## src/rtl/assert_macros.svh

```systemverilog
// ----------------------------------------------------------------------------
// Assertion macros
// Shared shorthand for clocked assertions with synchronous active-low reset.
// ----------------------------------------------------------------------------
`ifndef ASSERT_MACROS_SVH
`define ASSERT_MACROS_SVH

// same-cycle implication
`define ASSERT_IMPL(label, clk, rstn, ante, cons) \
    label: assert property (@(posedge clk) disable iff (!(rstn)) (ante) |-> (cons)) \
        else $error("assertion failed");

// next-cycle implication
`define ASSERT_NEXT(label, clk, rstn, ante, cons) \
    label: assert property (@(posedge clk) disable iff (!(rstn)) (ante) |=> (cons)) \
        else $error("assertion failed");

`endif

```

## src/rtl/mahd_pkg.sv

```systemverilog
// ----------------------------------------------------------------------------
// mahd_pkg
// Field codes, widths and rate/bitrate tables for the audio header decoder.
// ----------------------------------------------------------------------------
package mahd_pkg;

    localparam int HdrW     = 32;
    localparam int FrameW   = 11;
    localparam int RateW    = 16;
    localparam int KbpsW    = 9;
    localparam int ChanW    = 2;
    localparam int KmulW    = 18;   // holds 144000
    localparam int NumW     = 27;   // K * kbps * 4 stays below 2^27
    localparam int QW       = 12;   // quotient below 4096
    localparam int RecipW   = 13;
    localparam int RecipSh  = 27;   // reciprocal scale, >= NumW keeps error under one
    localparam int ProdW    = NumW + RecipW;
    localparam int SumW     = QW + 2;
    localparam int TdataW   = ((FrameW + RateW + KbpsW + ChanW + 7) / 8) * 8;
    localparam int PadW     = TdataW - (FrameW + RateW + KbpsW + ChanW);

    localparam logic [HdrW-1:0]   SYNC_MASK = 32'hffe0_0000;
    localparam logic [3:0]        BIDX_FREE = 4'h0;
    localparam logic [3:0]        BIDX_BAD  = 4'hf;
    localparam logic [1:0]        SIDX_RSV  = 2'd3;
    localparam logic [1:0]        MODE_MONO = 2'd3;
    localparam logic [FrameW-1:0] FRAME_MAX = 11'd2047;

    localparam logic [KmulW-1:0] K_L1      = 18'd12000;
    localparam logic [KmulW-1:0] K_L2      = 18'd144000;
    localparam logic [KmulW-1:0] K_L3_LSF  = 18'd72000;

    localparam logic [ChanW-1:0] CHAN_MONO   = 2'd1;
    localparam logic [ChanW-1:0] CHAN_STEREO = 2'd2;

    typedef enum logic [1:0] {
        VER_25  = 2'd0,
        VER_RSV = 2'd1,
        VER_2   = 2'd2,
        VER_1   = 2'd3
    } mpeg_ver_t;

    typedef enum logic [1:0] {
        LAYER_RSV = 2'd0,
        LAYER_3   = 2'd1,
        LAYER_2   = 2'd2,
        LAYER_1   = 2'd3
    } mpeg_layer_t;

    // fields carried unchanged down the pipe
    typedef struct packed {
        logic             ok;
        logic [KbpsW-1:0] kbps;
        logic [RateW-1:0] rate;
        logic [1:0]       sidx;
        logic             pad;
        logic             lay1;
        logic             mono;
    } side_t;

    typedef logic [KbpsW-1:0] kbps_tab_t [16];

    localparam kbps_tab_t KBPS_V1_L1 = '{9'd0, 9'd32, 9'd64, 9'd96, 9'd128, 9'd160,
        9'd192, 9'd224, 9'd256, 9'd288, 9'd320, 9'd352, 9'd384, 9'd416, 9'd448, 9'd0};
    localparam kbps_tab_t KBPS_V2_L1 = '{9'd0, 9'd32, 9'd48, 9'd56, 9'd64, 9'd80,
        9'd96, 9'd112, 9'd128, 9'd144, 9'd160, 9'd176, 9'd192, 9'd224, 9'd256, 9'd0};
    localparam kbps_tab_t KBPS_V1_L2 = '{9'd0, 9'd32, 9'd48, 9'd56, 9'd64, 9'd80,
        9'd96, 9'd112, 9'd128, 9'd160, 9'd192, 9'd224, 9'd256, 9'd320, 9'd384, 9'd0};
    localparam kbps_tab_t KBPS_V1_L3 = '{9'd0, 9'd32, 9'd40, 9'd48, 9'd56, 9'd64,
        9'd80, 9'd96, 9'd112, 9'd128, 9'd160, 9'd192, 9'd224, 9'd256, 9'd320, 9'd0};
    localparam kbps_tab_t KBPS_V2_L23 = '{9'd0, 9'd8, 9'd16, 9'd24, 9'd32, 9'd40,
        9'd48, 9'd56, 9'd64, 9'd80, 9'd96, 9'd112, 9'd128, 9'd144, 9'd160, 9'd0};

    function automatic logic [RateW-1:0] base_rate(input logic [1:0] sidx);
        logic [RateW-1:0] r;
        unique case (sidx)
            2'd0:    r = 16'd44100;
            2'd1:    r = 16'd48000;
            2'd2:    r = 16'd32000;
            default: r = 16'd0;
        endcase
        return r;
    endfunction

    // floor(2^RecipSh / base rate)
    function automatic logic [RecipW-1:0] base_recip(input logic [1:0] sidx);
        logic [RecipW-1:0] r;
        unique case (sidx)
            2'd0:    r = 13'd3043;
            2'd1:    r = 13'd2796;
            2'd2:    r = 13'd4194;
            default: r = 13'd0;
        endcase
        return r;
    endfunction

    function automatic logic [KbpsW-1:0] kbps_lookup(input logic is_v1,
                                                     input mpeg_layer_t lay,
                                                     input logic [3:0] bidx);
        logic [KbpsW-1:0] k;
        unique case (lay)
            LAYER_1: k = is_v1 ? KBPS_V1_L1[bidx] : KBPS_V2_L1[bidx];
            LAYER_2: k = is_v1 ? KBPS_V1_L2[bidx] : KBPS_V2_L23[bidx];
            LAYER_3: k = is_v1 ? KBPS_V1_L3[bidx] : KBPS_V2_L23[bidx];
            default: k = '0;
        endcase
        return k;
    endfunction

endpackage

```

## src/rtl/mpeg_audio_header_decode_core.sv

```systemverilog
// ----------------------------------------------------------------------------
// mpeg_audio_header_decode_core
// Decodes one 32-bit audio frame header per item into validity, frame length,
// sample rate, bitrate and channel count.
// ----------------------------------------------------------------------------
// Takes one header and returns one result per clock while the output is ready.
// The stages carry out the frame-length division by the sample rate, done as
// a reciprocal multiply (header decode, numerator multiply, reciprocal
// multiply, back-multiply, remainder correction into the output register).
// Each stage holds its item while the next one is full and cannot move, so
// bubbles close up and a stalled output still lets new headers in while any
// stage is empty. Rejected headers give m_axis_tuser = 0 and all-zero tdata.
module mpeg_audio_header_decode_core (
    input  logic                            aclk,
    input  logic                            aresetn,
    input  logic                            s_axis_tvalid,
    output logic                            s_axis_tready,
    input  logic [mahd_pkg::HdrW-1:0]       s_axis_tdata,   // header_word[31:0]
    output logic                            m_axis_tvalid,
    input  logic                            m_axis_tready,
    // frame_bytes[10:0], sample_rate_hz[26:11], bitrate_kbps[35:27],
    // channel_count[37:36], zero fill [39:38]
    output logic [mahd_pkg::TdataW-1:0]     m_axis_tdata,
    output logic                            m_axis_tuser    // header_valid
);
    import mahd_pkg::*;

    localparam int NumStg = 5;

    logic [NumStg-1:0] vld_reg;
    logic [NumStg-1:0] vld_next;
    logic [NumStg:0]   rdy;
    logic [NumStg-1:0] vin;

    // stage payloads
    side_t             s1_side_reg, s2_side_reg, s3_side_reg, s4_side_reg;
    logic [KmulW-1:0]  s1_kmul_reg;
    logic [1:0]        s1_dsh_reg;
    logic [NumW-1:0]   s2_num_reg, s3_num_reg, s4_num_reg;
    logic [QW-1:0]     s3_q_reg, s4_q_reg;
    logic [NumW-1:0]   s4_prod_reg;
    logic              out_ok_reg;
    logic [FrameW-1:0] out_frame_reg;
    logic [RateW-1:0]  out_rate_reg;
    logic [KbpsW-1:0]  out_kbps_reg;
    logic [ChanW-1:0]  out_chan_reg;

    // handshake: a stage loads when empty or when its successor moves
    always_comb begin
        rdy[NumStg] = m_axis_tready;
        for (int k = NumStg - 1; k >= 0; k--) begin
            rdy[k] = !vld_reg[k] || rdy[k+1];
        end
        vin[0] = s_axis_tvalid;
        for (int k = 1; k < NumStg; k++) begin
            vin[k] = vld_reg[k-1];
        end
        for (int k = 0; k < NumStg; k++) begin
            vld_next[k] = rdy[k] ? vin[k] : vld_reg[k];
        end
    end

    always_ff @(posedge aclk) begin
        if (!aresetn) begin
            vld_reg <= '0;
        end else begin
            vld_reg <= vld_next;
        end
    end

    // stage 1: field decode, checks, table lookups
    mpeg_ver_t   ver;
    mpeg_layer_t lay;
    logic [3:0]  bidx;
    logic [1:0]  sidx;
    logic        is_v1;
    side_t       s1_side_next;
    logic [KmulW-1:0] s1_kmul_next;
    logic [1:0]  s1_dsh_next;

    always_comb begin
        ver   = mpeg_ver_t'(s_axis_tdata[20:19]);
        lay   = mpeg_layer_t'(s_axis_tdata[18:17]);
        bidx  = s_axis_tdata[15:12];
        sidx  = s_axis_tdata[11:10];
        is_v1 = (ver == VER_1);

        unique case (ver)
            VER_2:   s1_dsh_next = 2'd1;
            VER_25:  s1_dsh_next = 2'd2;
            default: s1_dsh_next = 2'd0;
        endcase

        unique case (lay)
            LAYER_1: s1_kmul_next = K_L1;
            LAYER_3: s1_kmul_next = is_v1 ? K_L2 : K_L3_LSF;
            default: s1_kmul_next = K_L2;
        endcase

        s1_side_next.ok   = ((s_axis_tdata & SYNC_MASK) == SYNC_MASK) && (ver != VER_RSV)
                            && (lay != LAYER_RSV) && (bidx != BIDX_FREE)
                            && (bidx != BIDX_BAD) && (sidx != SIDX_RSV);
        s1_side_next.kbps = kbps_lookup(is_v1, lay, bidx);
        s1_side_next.rate = base_rate(sidx) >> s1_dsh_next;
        s1_side_next.sidx = sidx;
        s1_side_next.pad  = s_axis_tdata[9];
        s1_side_next.lay1 = (lay == LAYER_1);
        s1_side_next.mono = (s_axis_tdata[7:6] == MODE_MONO);
    end

    // stage 2 numerator: K * kbps * (base / rate), so the divisor is a base rate
    logic [KmulW+KbpsW-1:0] kk_prod;
    logic [NumW-1:0]        s2_num_next;
    // stage 3: estimate within one below the true quotient
    logic [ProdW-1:0]       recip_prod;
    logic [QW-1:0]          s3_q_next;
    // stage 4
    logic [QW+RateW-1:0]    back_prod;
    logic [NumW-1:0]        s4_prod_next;
    // stage 5
    logic [NumW-1:0]        rem;
    logic                   q_inc;
    logic [SumW-1:0]        q_sum;
    logic [SumW-1:0]        bytes;
    logic [FrameW-1:0]      frame_sat;

    always_comb begin
        kk_prod      = s1_kmul_reg * s1_side_reg.kbps;
        s2_num_next  = NumW'(kk_prod) << s1_dsh_reg;

        recip_prod   = s2_num_reg * base_recip(s2_side_reg.sidx);
        s3_q_next    = QW'(recip_prod >> RecipSh);

        back_prod    = s3_q_reg * base_rate(s3_side_reg.sidx);
        s4_prod_next = NumW'(back_prod);

        rem       = s4_num_reg - s4_prod_reg;
        q_inc     = (rem >= {{(NumW-RateW){1'b0}}, base_rate(s4_side_reg.sidx)});
        q_sum     = {2'b00, s4_q_reg} + {{(SumW-1){1'b0}}, q_inc}
                    + {{(SumW-1){1'b0}}, s4_side_reg.pad};
        bytes     = s4_side_reg.lay1 ? (q_sum << 2) : q_sum;
        frame_sat = (bytes > {{(SumW-FrameW){1'b0}}, FRAME_MAX}) ? FRAME_MAX
                                                                : FrameW'(bytes);
    end

    always_ff @(posedge aclk) begin
        if (rdy[0] && vin[0]) begin
            s1_side_reg <= s1_side_next;
            s1_kmul_reg <= s1_kmul_next;
            s1_dsh_reg  <= s1_dsh_next;
        end
        if (rdy[1] && vin[1]) begin
            s2_side_reg <= s1_side_reg;
            s2_num_reg  <= s2_num_next;
        end
        if (rdy[2] && vin[2]) begin
            s3_side_reg <= s2_side_reg;
            s3_num_reg  <= s2_num_reg;
            s3_q_reg    <= s3_q_next;
        end
        if (rdy[3] && vin[3]) begin
            s4_side_reg <= s3_side_reg;
            s4_num_reg  <= s3_num_reg;
            s4_q_reg    <= s3_q_reg;
            s4_prod_reg <= s4_prod_next;
        end
        if (rdy[4] && vin[4]) begin
            out_ok_reg    <= s4_side_reg.ok;
            out_frame_reg <= s4_side_reg.ok ? frame_sat : '0;
            out_rate_reg  <= s4_side_reg.ok ? s4_side_reg.rate : '0;
            out_kbps_reg  <= s4_side_reg.ok ? s4_side_reg.kbps : '0;
            out_chan_reg  <= !s4_side_reg.ok ? '0 :
                             (s4_side_reg.mono ? CHAN_MONO : CHAN_STEREO);
        end
    end

    assign s_axis_tready = rdy[0];
    assign m_axis_tvalid = vld_reg[NumStg-1];
    assign m_axis_tuser  = out_ok_reg;
    assign m_axis_tdata  = {{PadW{1'b0}}, out_chan_reg, out_kbps_reg, out_rate_reg,
                            out_frame_reg};

`include "assert_macros.svh"

    `ASSERT_NEXT(a_accept_fills_stage1, aclk, aresetn,
                 s_axis_tvalid && s_axis_tready, vld_reg[0])
    `ASSERT_IMPL(a_reject_all_zero, aclk, aresetn,
                 m_axis_tvalid && !m_axis_tuser, m_axis_tdata == '0)
    `ASSERT_IMPL(a_valid_fields_set, aclk, aresetn, m_axis_tvalid && m_axis_tuser,
                 (out_frame_reg != '0) && (out_kbps_reg != '0) && (out_chan_reg != '0)
                 && (out_rate_reg >= 16'd8000))

endmodule

```

## config.mk

```make
export PLATFORM = sky130hd
export DESIGN_NAME = mpeg_audio_header_decode_core
export DESIGN_NICKNAME = d
export VERILOG_FILES = /design/src/rtl/mahd_pkg.sv /design/src/rtl/mpeg_audio_header_decode_core.sv
export VERILOG_INCLUDE_DIRS = /design/src /design/src/rtl
export SDC_FILE = /design/constraint.sdc
export NUM_CORES = 1
export LEC_CHECK = 0
export BUFFER_PORTS_ARGS = -buffer_cell sky130_fd_sc_hd__buf_2
export CAP_MARGIN = 30
export CORE_MARGIN = 2
export CORE_UTILIZATION = 56
export CTS_CLUSTER_DIAMETER = 120
export DETAILED_ROUTE_END_ITERATION = 7
export GPL_TIMING_DRIVEN = 0
export PLACE_DENSITY = 0.82
export REMOVE_ABC_BUFFERS = 1
export SYNTH_ARGS = -nofsm -noshare
export SYNTH_HDL_FRONTEND = slang
export SYNTH_SLANG_ARGS = --single-unit
```

## constraint.sdc

```tcl
create_clock -name aclk -period 20.2 [get_ports aclk]
set_input_delay 1.01 -clock aclk [delete_from_list [all_inputs] [get_ports aclk]]
set_output_delay 1.01 -clock aclk [all_outputs]
set_load 0.05 [all_outputs]
```

==> results of run 1 <==
-- kinds of logic after synthesis --
kind of cell    share of synthesized area
buf+inv                            0.0652
other cells                      0.000160
flops                               0.340
xor+xnor                           0.0243
fa+ha+maj                           0.367
mux                                0.0184
compound gates                     0.0670
simple gates                        0.118
-- routing by layer --
metal	GRT usage	wire (microns)	share of wire
met2	0.399	24000	0.50
met3	0.0293	2720	0.056
met1	0.311	20300	0.42
met5	0	13	0.00027
met4	0.0690	1390	0.029
-- cells in the final DEF, fill, tap and decap left out, types with 5 or more instances in the layout --
cell / instances
o21ai_0: 47
a21o_1: 15
and3_1: 9
nor2_1: 85
conb_1: 6
o31ai_1: 6
or3_1: 9
a21oi_1: 51
inv_1: 356
a211oi_1: 12
nand4_1: 11
xor2_1: 19
nand3_1: 17
and2_1: 118
or2_2: 22
xnor2_1: 46
o21bai_1: 7
fa_1: 267
dfxtp_1: 5
o21a_1: 21
nor3_1: 28
mux2i_1: 34
and2b_1: 5
o22ai_1: 8
nand2_1: 103
edfxtp_1: 262
buf_16: 6
ha_1: 260
o211ai_1: 8
nor2b_1: 66
buf_2: 65
buf_12: 5
clkinv_1: 5
nand2b_1: 29
clkbuf_16: 28
a311oi_1: 5
-- final timing paths --
check | startpoint | end | slack, ns
max | s2_side_reg[4] | s3_q_reg[11] | 12.82
min | s3_side_reg[13] | s4_side_reg[13] | 0.41
max reg2reg | s2_side_reg[4] | s3_q_reg[11] | 12.82
min reg2reg | s3_side_reg[13] | s4_side_reg[13] | 0.41
-- layout make-up --
class                   instances  area, sq um
inverters                     357         1340
fillers                      3054        15500
clock buffers                  29          704
repair buffers                 78          621
well taps                     532          666
flip-flops and latches        267         7970
multi-input cells            1386        14000
clock inverters                23          255
-- through the flow --
stage	std cells	area, sq um	hold WS [ns]	worst slack (ns)
3_3_place_gp	2607	24300	0.402	9.59
2_1_floorplan	2010	23300	0.400	12.36
6_report	2672	25600	0.406	12.82
5_1_grt	2672	25600	0.409	12.41
3_5_place_dp	2618	24500	0.405	12.87
4_1_cts	2670	25500	0.410	12.77
-- worst reg2reg max path, cell delays in order, from the launching register on --
cell and delay (ns):
edfxtp_1 0.72, buf_8 0.31, nor2b_1 0.54, nor2b_1 0.39, fa_1 0.49, fa_1 0.49, inv_1 0.06, fa_1 0.52
fa_1 0.56, inv_1 0.06, fa_1 0.51, ha_1 0.31, nand4_1 0.11, nor2_1 0.22, nand4_1 0.32, a311oi_2 0.51
o21ai_2 0.14, o21ai_2 0.27, o41ai_4 0.12, mux2i_1 0.15, a2111oi_2 0.35
-- cells in the mapped netlist (6+ instances only) --
| cell | n | area (sq um) |
|---|---|---|
| nor2_1 | 85 | 319 |
| inv_1 | 356 | 1340 |
| xnor2_1 | 46 | 403 |
| o211ai_1 | 8 | 60.1 |
| nand2_1 | 103 | 387 |
| o21bai_1 | 7 | 52.6 |
| or3_1 | 9 | 56.3 |
| a211oi_1 | 12 | 90.1 |
| o21ai_0 | 47 | 235 |
| and2_1 | 118 | 738 |
| and3_1 | 9 | 56.3 |
| o22ai_1 | 8 | 50.1 |
| nand3_1 | 17 | 85.1 |
| a21oi_1 | 51 | 255 |
| o31ai_1 | 6 | 45.0 |
| or2_2 | 22 | 138 |
| xor2_1 | 19 | 166 |
| nor2b_1 | 68 | 425 |
| nand2b_1 | 29 | 181 |
| mux2i_1 | 34 | 340 |
| fa_1 | 267 | 5350 |
| o21a_1 | 21 | 158 |
| clkbuf_1 | 37 | 139 |
| edfxtp_1 | 262 | 7870 |
| ha_1 | 260 | 3250 |
| nand4_1 | 11 | 68.8 |
| a21o_1 | 15 | 113 |
| nor3_1 | 28 | 140 |
==> results_dict.tcl, run 1 <==
set metrics [dict create \
    status "finished clean" \
    area.growth.synth_to_final_pct 9.09 \
    worst-path-max-fanout 19 \
    postCtsHoldBufs 0 \
    via_count 15000 \
    synth_seq_area_share 0.340 \
    fmax_mhz 136 \
    cts_setup_buffers 0 \
    reg2reg_depth 20 \
    ys_seq_elements 267 \
    clkTransAtPathRegs_ns 0.09 \
    worstHoldPathType "register to register" \
    crit_buf_inv 3 \
    avgRoutedWirePerCell_microns 18.1 \
    gp_congestion 0.917 \
    tns_ns 0 \
    path_depth 20 \
    start_kind "register" \
    syn_avg_cell_area_sq_um 11.4 \
    cts-resized-gates 0 \
    whs_path_depth 0 \
    grt_pass1_vias 16100 \
    postRouteAntennaNets 0 \
    arrival_ns 7.72 \
    clk_latency_ns 0.58 \
    slew_viol_final 0 \
    setup_violations 0 \
    max-slew-margin-rel 0.296 \
    worstPathRequired_ns 20.55 \
    io_buffers 65 \
    crit_chain "buf_8, nor2b_1, nor2b_1, fa_1, fa_1, inv_1, fa_1, fa_1, inv_1, fa_1, ha_1, nand4_1, nor2_1, nand4_1, a311oi_2, o21ai_2, o21ai_2, o41ai_4, mux2i_1, a2111oi_2" \
    clock_skew_ns 0.0494 \
    ys_types 73 \
    first_pass_iters 5 \
    syn_area_sq_um 23400 \
    first_iter_violations 1175 \
    finalCriticalPeriod_ns 7.38 \
    grt_max_degree 36 \
    core_sq_um 41100 \
    cap_violations 0 \
    worst_pin_slew_ns 1.05 \
    crit_type "register to register" \
    final-hold-violation-count 0 \
    cp-end-kind "register" \
    cts_buffers 28 \
    cpMostUsedCell "fa_1" \
    die_h_microns 209 \
    synthCells 2050 \
    avgViaCountPerCell 5.61 \
    critPathMaxStageDelay_ns 0.72 \
    layout.nets 2681 \
    cts_sinks 267 \
    placementRows 74 \
    drive_gt1_frac 0.0790 \
    cts_root_buf "clkbuf_16" \
    clockBufferDepth 3 \
    io_pins 79 \
    cpMaxStageDelayCell "edfxtp_1" \
    cts_tree "yes" \
    htree_levels 1 \
    final_util 0.622 \
    crit_family "adder cells" \
    period_share 0.365 \
    rsz0062_at_grt "no" \
    overflow 0 \
    diodes 0 \
    drcViolationCount 0 \
    dp.final_hpwl_mm 38.2 \
    wl_mm 48.4 \
    synth_top_flop_cell "edfxtp_1" \
    grt_pass1_wl_mm 81.2 \
    track_usage 0.232 \
    synth_edf_count 262 \
    asyncSetResetFlopFracSynth 0 \
    dieArea_sq_um 43500 \
    die_w_microns 209 \
    yosys_warnings 0 \
    start_util 0.570 \
    antenna_found_initial 1 \
]
Power of run 1 is not shown: default switching activity piles up to over one toggle a cycle in this logic, so the estimate is an artifact.
==> run 2, diff against run 1 <==
==> constraint.sdc (replaced) <==
create_clock -name aclk -period 7.1 [get_ports aclk]
set_input_delay 0.355 -clock aclk [delete_from_list [all_inputs] [get_ports aclk]]
set_output_delay 0.355 -clock aclk [all_outputs]
set_load 0.05 [all_outputs]
==> results_dict.tcl, run 2 (synthesis gave the netlist of run 1 again) <==
set metrics [dict create \
    fmax_mhz 148 \
    avgRoutedWirePerCell_microns 18.2 \
    start_kind "register" \
    clk_latency_ns 0.58 \
    dp.final_hpwl_mm 38.2 \
    worstHoldPathType "primary input to register" \
    start_util 0.570 \
    cp-end-kind "register" \
    cp-endpoint "s3_q_reg[11]" \
    max-slew-margin-rel 0.310 \
    clock_skew_ns 0.0504 \
    wl_mm 48.7 \
    cap_violations 0 \
    final_util 0.624 \
    nFillCells 3041 \
    core_sq_um 41100 \
    die_w_microns 209 \
    multiInputGateArea_sq_um 14100 \
    worst_pin_slew_ns 1.03 \
    htree_levels 1 \
    arrival_ns 7.11 \
    antenna_found_initial 1 \
    dieArea_sq_um 43500 \
    clkTransAtPathRegs_ns 0.07 \
    period_share 0.953 \
    cts_tree "yes" \
    grt_pass1_wl_mm 81.4 \
    first_iter_violations 1108 \
    regArea_sq_um 7970 \
    layout.nets 2686 \
    startpoint "s2_side_reg[4]" \
    grt_pass1_vias 16100 \
    cts_buffers 28 \
    reg2reg_depth 20 \
    setup_violations 0 \
    overflow 0 \
    crit_type "register to register" \
    worstPathRequired_ns 7.44 \
    clockBufferDepth 3 \
    area.growth.synth_to_final_pct 9.43 \
    drive_gt1_frac 0.0853 \
    gp_congestion 0.917 \
    slew_viol_final 0 \
    avgViaCountPerCell 5.63 \
    postRouteAntennaNets 0 \
    tns_ns 0 \
    grt_max_degree 36 \
    status "finished clean" \
    diodes 0 \
    via_count 15100 \
    cts_sinks 267 \
    die_h_microns 209 \
    io_buffers 65 \
    layout_commonest_cell "inv_1" \
    final_cell_mix "inv_1 (356), fa_1 (267), edfxtp_1 (262), ha_1 (260), and2_1 (118)" \
    placementRows 74 \
    instances_no_fill 2677 \
    drcViolationCount 0 \
    reg2reg_to "s3_q_reg[11]" \
    r2r_setup_slack_ns 0.33 \
    whs_path_depth 2 \
    worst-path-max-fanout 19 \
    track_usage 0.233 \
    io_pins 79 \
    final-hold-violation-count 0 \
    first_pass_iters 7 \
    cts_root_buf "clkbuf_16" \
    finalCriticalPeriod_ns 6.77 \
    reg2reg_from "s2_side_reg[4]" \
    placed_cells 2618 \
]
## run 2: changes by cell type in the layout (fill, tap and decap cells not counted)
cell / change
a311oi_2: -1
dlygate4sd3_1: +1
buf_4: +4
nor2b_1: -10
nor2b_4: +1
a311oi_4: +1
nor2b_2: +9
## run 2: metal layers
layer	wire length, microns	up-vias	track usage
met5	13	-	0
met4	1330	2	0.0704
met3	2580	92	0.0291
met2	24100	428	0.399
met1	20700	7564	0.311
li1	-	6983	-
## run 2: worst max-delay path, cell delays in order (launching register included)
cell	delay, ns
edfxtp_1	0.56
buf_8	0.24
nor2b_2	0.32
nor2b_1	0.35
fa_1	0.49
fa_1	0.50
inv_1	0.08
fa_1	0.52
fa_1	0.56
inv_1	0.06
fa_1	0.49
ha_1	0.29
nand4_1	0.10
o21bai_1	0.37
nor3_1	0.16
a311oi_4	0.41
o21ai_2	0.13
o21ai_2	0.26
o41ai_4	0.12
mux2i_1	0.15
a2111oi_2	0.35
## run 2: worst min path at each step
stage	slack, ns	end	startpoint
after floorplan	0.40	s2_side_reg[0]	s1_side_reg[0]
after CTS	0.02	vld_reg[2]	aresetn
final	0.04	vld_reg[2]	aresetn
after detailed placement	0.40	s2_side_reg[16]	s1_side_reg[16]
after global placement	0.40	s2_side_reg[0]	s1_side_reg[0]
after global routing	0.03	vld_reg[2]	aresetn
## run 2: final cells by class
cell class              count  share of cell area
clock inverters            23             0.00995
inverters                 357              0.0523
well taps                 532              0.0260
repair buffers             83              0.0258
clock buffers              29              0.0275
flip-flops and latches    267               0.311
multi-input cells        1386               0.548
## run 2: what timing repair did
item | CTS | global route
pin swaps | 0 | 1
setup endpoints to repair | 4 | 1
setup buffers | 2 | 2
resized for setup | 4 | 8
hold buffers | 1 | 0
endpoints found under the hold margin | 1 | 0
## run 2: metrics by stage
stage | setup WS (ns) | instance area [sq um] | hold slack, ns
final | 0.335 | 25600 | 0.0409
after global routing | -0.00715 | 25600 | 0.0323
after CTS | 0.115 | 25500 | 0.0170
after detailed placement | -0.229 | 24500 | 0.405
after global placement | -2.85 | 24300 | 0.402
after floorplan | -0.370 | 23300 | 0.400
Power of run 2 is left out for the same reason.
==> run 3, diff against run 2 <==
--- a/config.mk
+++ b/config.mk
@@ -6,6 +6,7 @@
 export SDC_FILE = /design/constraint.sdc
 export NUM_CORES = 1
 export LEC_CHECK = 0
+export ABC_AREA = 1
 export BUFFER_PORTS_ARGS = -buffer_cell sky130_fd_sc_hd__buf_2
 export CAP_MARGIN = 30
 export CORE_MARGIN = 2
==> results_dict.tcl, run 3 <==
set metrics [dict create \
    syn_avg_cell_area_sq_um 9.36 \
    pre_cts_ws_ns 0.441 \
    syn_area_sq_um 24600 \
    min_to "s1_side_reg[0]" \
    cts_tree "yes" \
    area.growth.synth_to_final_pct 8.08 \
    cp-end-kind "register" \
    grt_pass1_wl_mm 91.9 \
    fin_area_sq_um 26600 \
    min_from "s_axis_tdata[7]" \
    whs_path_depth 3 \
    dpl_cell_area_sq_um 25700 \
    rsz0062_at_grt "no" \
    r2r_setup_slack_ns 0.14 \
    layout.nets 3266 \
    synth_top_cells_by_count "inv_1 (626), nand2_1 (446), fa_1 (267), nor2_1 (263), edfxtp_1 (262)" \
    io_buffers 65 \
    reg2reg_depth 21 \
    via_count 18100 \
    start_util 0.569 \
    layout_commonest_cell "inv_1" \
    die_w_microns 214 \
    setup_violations 0 \
    worst-path-max-fanout 25 \
    max-slew-margin-rel 0.329 \
    ys_types 50 \
    postLayoutSetupSlackWorst_ns 0.145 \
    core_sq_um 43300 \
    synth_edf_count 262 \
    antenna_found_initial 0 \
    arrival_ns 7.24 \
    wl_mm 57.2 \
    drive_gt1_frac 0.0518 \
    first_iter_violations 1579 \
    worst_pin_slew_ns 1.01 \
    final_cell_mix "inv_1 (624), nand2_1 (446), fa_1 (267), edfxtp_1 (262)" \
    final-hold-violation-count 0 \
    overflow 0 \
    worstHoldPathType "primary input to register" \
    yosys_warnings 0 \
    cts_sinks 267 \
    start_kind "register" \
    dp.final_hpwl_mm 45.2 \
    synth_top_flop_cell "edfxtp_1" \
    grt_max_degree 77 \
    diodes 0 \
    instances_no_fill 3309 \
    worstPathRequired_ns 7.39 \
    synth_seq_area_share 0.323 \
    htree_levels 1 \
    cts_buffers 28 \
    asyncSetResetFlopFracSynth 0 \
    period_share 0.980 \
    slew_viol_final 0 \
    cap_violations 0 \
    tns_ns 0 \
    ys_seq_elements 267 \
    placementRows 76 \
    avgViaCountPerCell 5.48 \
    clkTransAtPathRegs_ns 0.07 \
    drcViolationCount 0 \
    reg2reg_from "s2_side_reg[4]" \
    crit_type "register to register" \
    reg2reg_to "s3_q_reg[11]" \
    gp_congestion 0.955 \
    fmax_mhz 144 \
    grt_pass1_vias 18400 \
    synthCells 2631 \
    avgRoutedWirePerCell_microns 17.3 \
    postRouteAntennaNets 0 \
    clock_skew_ns 0.0345 \
    yosys.area.top_type "edfxtp_1" \
    cts_root_buf "clkbuf_16" \
    netlist.area_leader.share 0.319 \
    die_h_microns 214 \
    clk_latency_ns 0.57 \
    io_pins 79 \
    first_pass_iters 8 \
    placed_cells 3255 \
    clockBufferDepth 3 \
    synth_area_leaders "edfxtp_1 (32%), fa_1 (22%), ha_1 (13%)" \
    status "finished clean" \
    track_usage 0.257 \
    yosysMostFrequentCell "inv_1" \
    dieArea_sq_um 45700 \
    finalCriticalPeriod_ns 6.96 \
]
run 3: cell families (layout without fill, tap and decap cells):
logic type	count (synthesis)	in the layout	synth area share
AO/OA/AOI/OAI	214	214	0.0489
XOR/XNOR	61	61	0.0217
adder cells (fa/ha/maj)	527	527	0.349
buffers and inverters	668	756	0.104
flip-flops	267	267	0.323
multiplexers	7	7	0.00284
other	1	6	0.000152
AND/OR/NAND/NOR	886	886	0.150
run 3: final cells by class:
type	instances	area (sq um)
clock buffer	31	712
inverter	632	2380
multi-input combinational	1701	14100
fill	3408	16600
sequential	267	7970
clock inverter	20	209
timing repair buffer	73	482
tap	585	732
run 3: how the worst max path moves through the flow:
stage | from | endpoint | cells after the start
5_1_grt | s2_side_reg[4] | s3_q_reg[11] | 21
3_5_place_dp | s2_side_reg[3] | s3_q_reg[11] | 20
6_report | s2_side_reg[4] | s3_q_reg[11] | 21
4_1_cts | s2_side_reg[3] | s3_q_reg[11] | 20
2_1_floorplan | s2_side_reg[4] | s3_q_reg[11] | 20
3_3_place_gp | s2_side_reg[3] | s3_q_reg[11] | 20
run 3: metal layers:
metal  GRT usage  wire length [microns]
met5           0                      0
met4       0.116                   2790
met3      0.0347                   4020
met2       0.433                  28000
met1       0.334                  22400
run 3: worst max-delay path, cell delays in order, from the launching register on:
cell        delay [ns]
edfxtp_1          0.79
nor2_1            0.48
clkinvlp_4        0.44
nor2_1            0.44
inv_1             0.15
fa_1              0.53
fa_1              0.52
inv_1             0.06
fa_1              0.55
fa_1              0.54
fa_1              0.49
ha_1              0.36
a21oi_1           0.24
inv_1             0.07
a31oi_1           0.22
o21ai_0           0.13
nand2_1           0.07
nand3_1           0.18
nand2_1           0.11
inv_1             0.05
o21bai_1          0.11
nand2_1           0.13
run 3: metrics by stage:
stage	utilization	hold slack, ns
floorplan	-	0.400
global placement	0.590	0.401
detailed placement	0.593	0.405
CTS	0.614	0.0816
global route	0.615	0.0735
finish	0.615	0.0870
run 3: what timing repair did:
action,CTS,global route
setup endpoints to repair,0,1
endpoints found under the hold margin,1,0
hold buffers,1,0
buffers inserted,0,1
resized for setup,0,1
Power of run 3 is left out for the same reason.
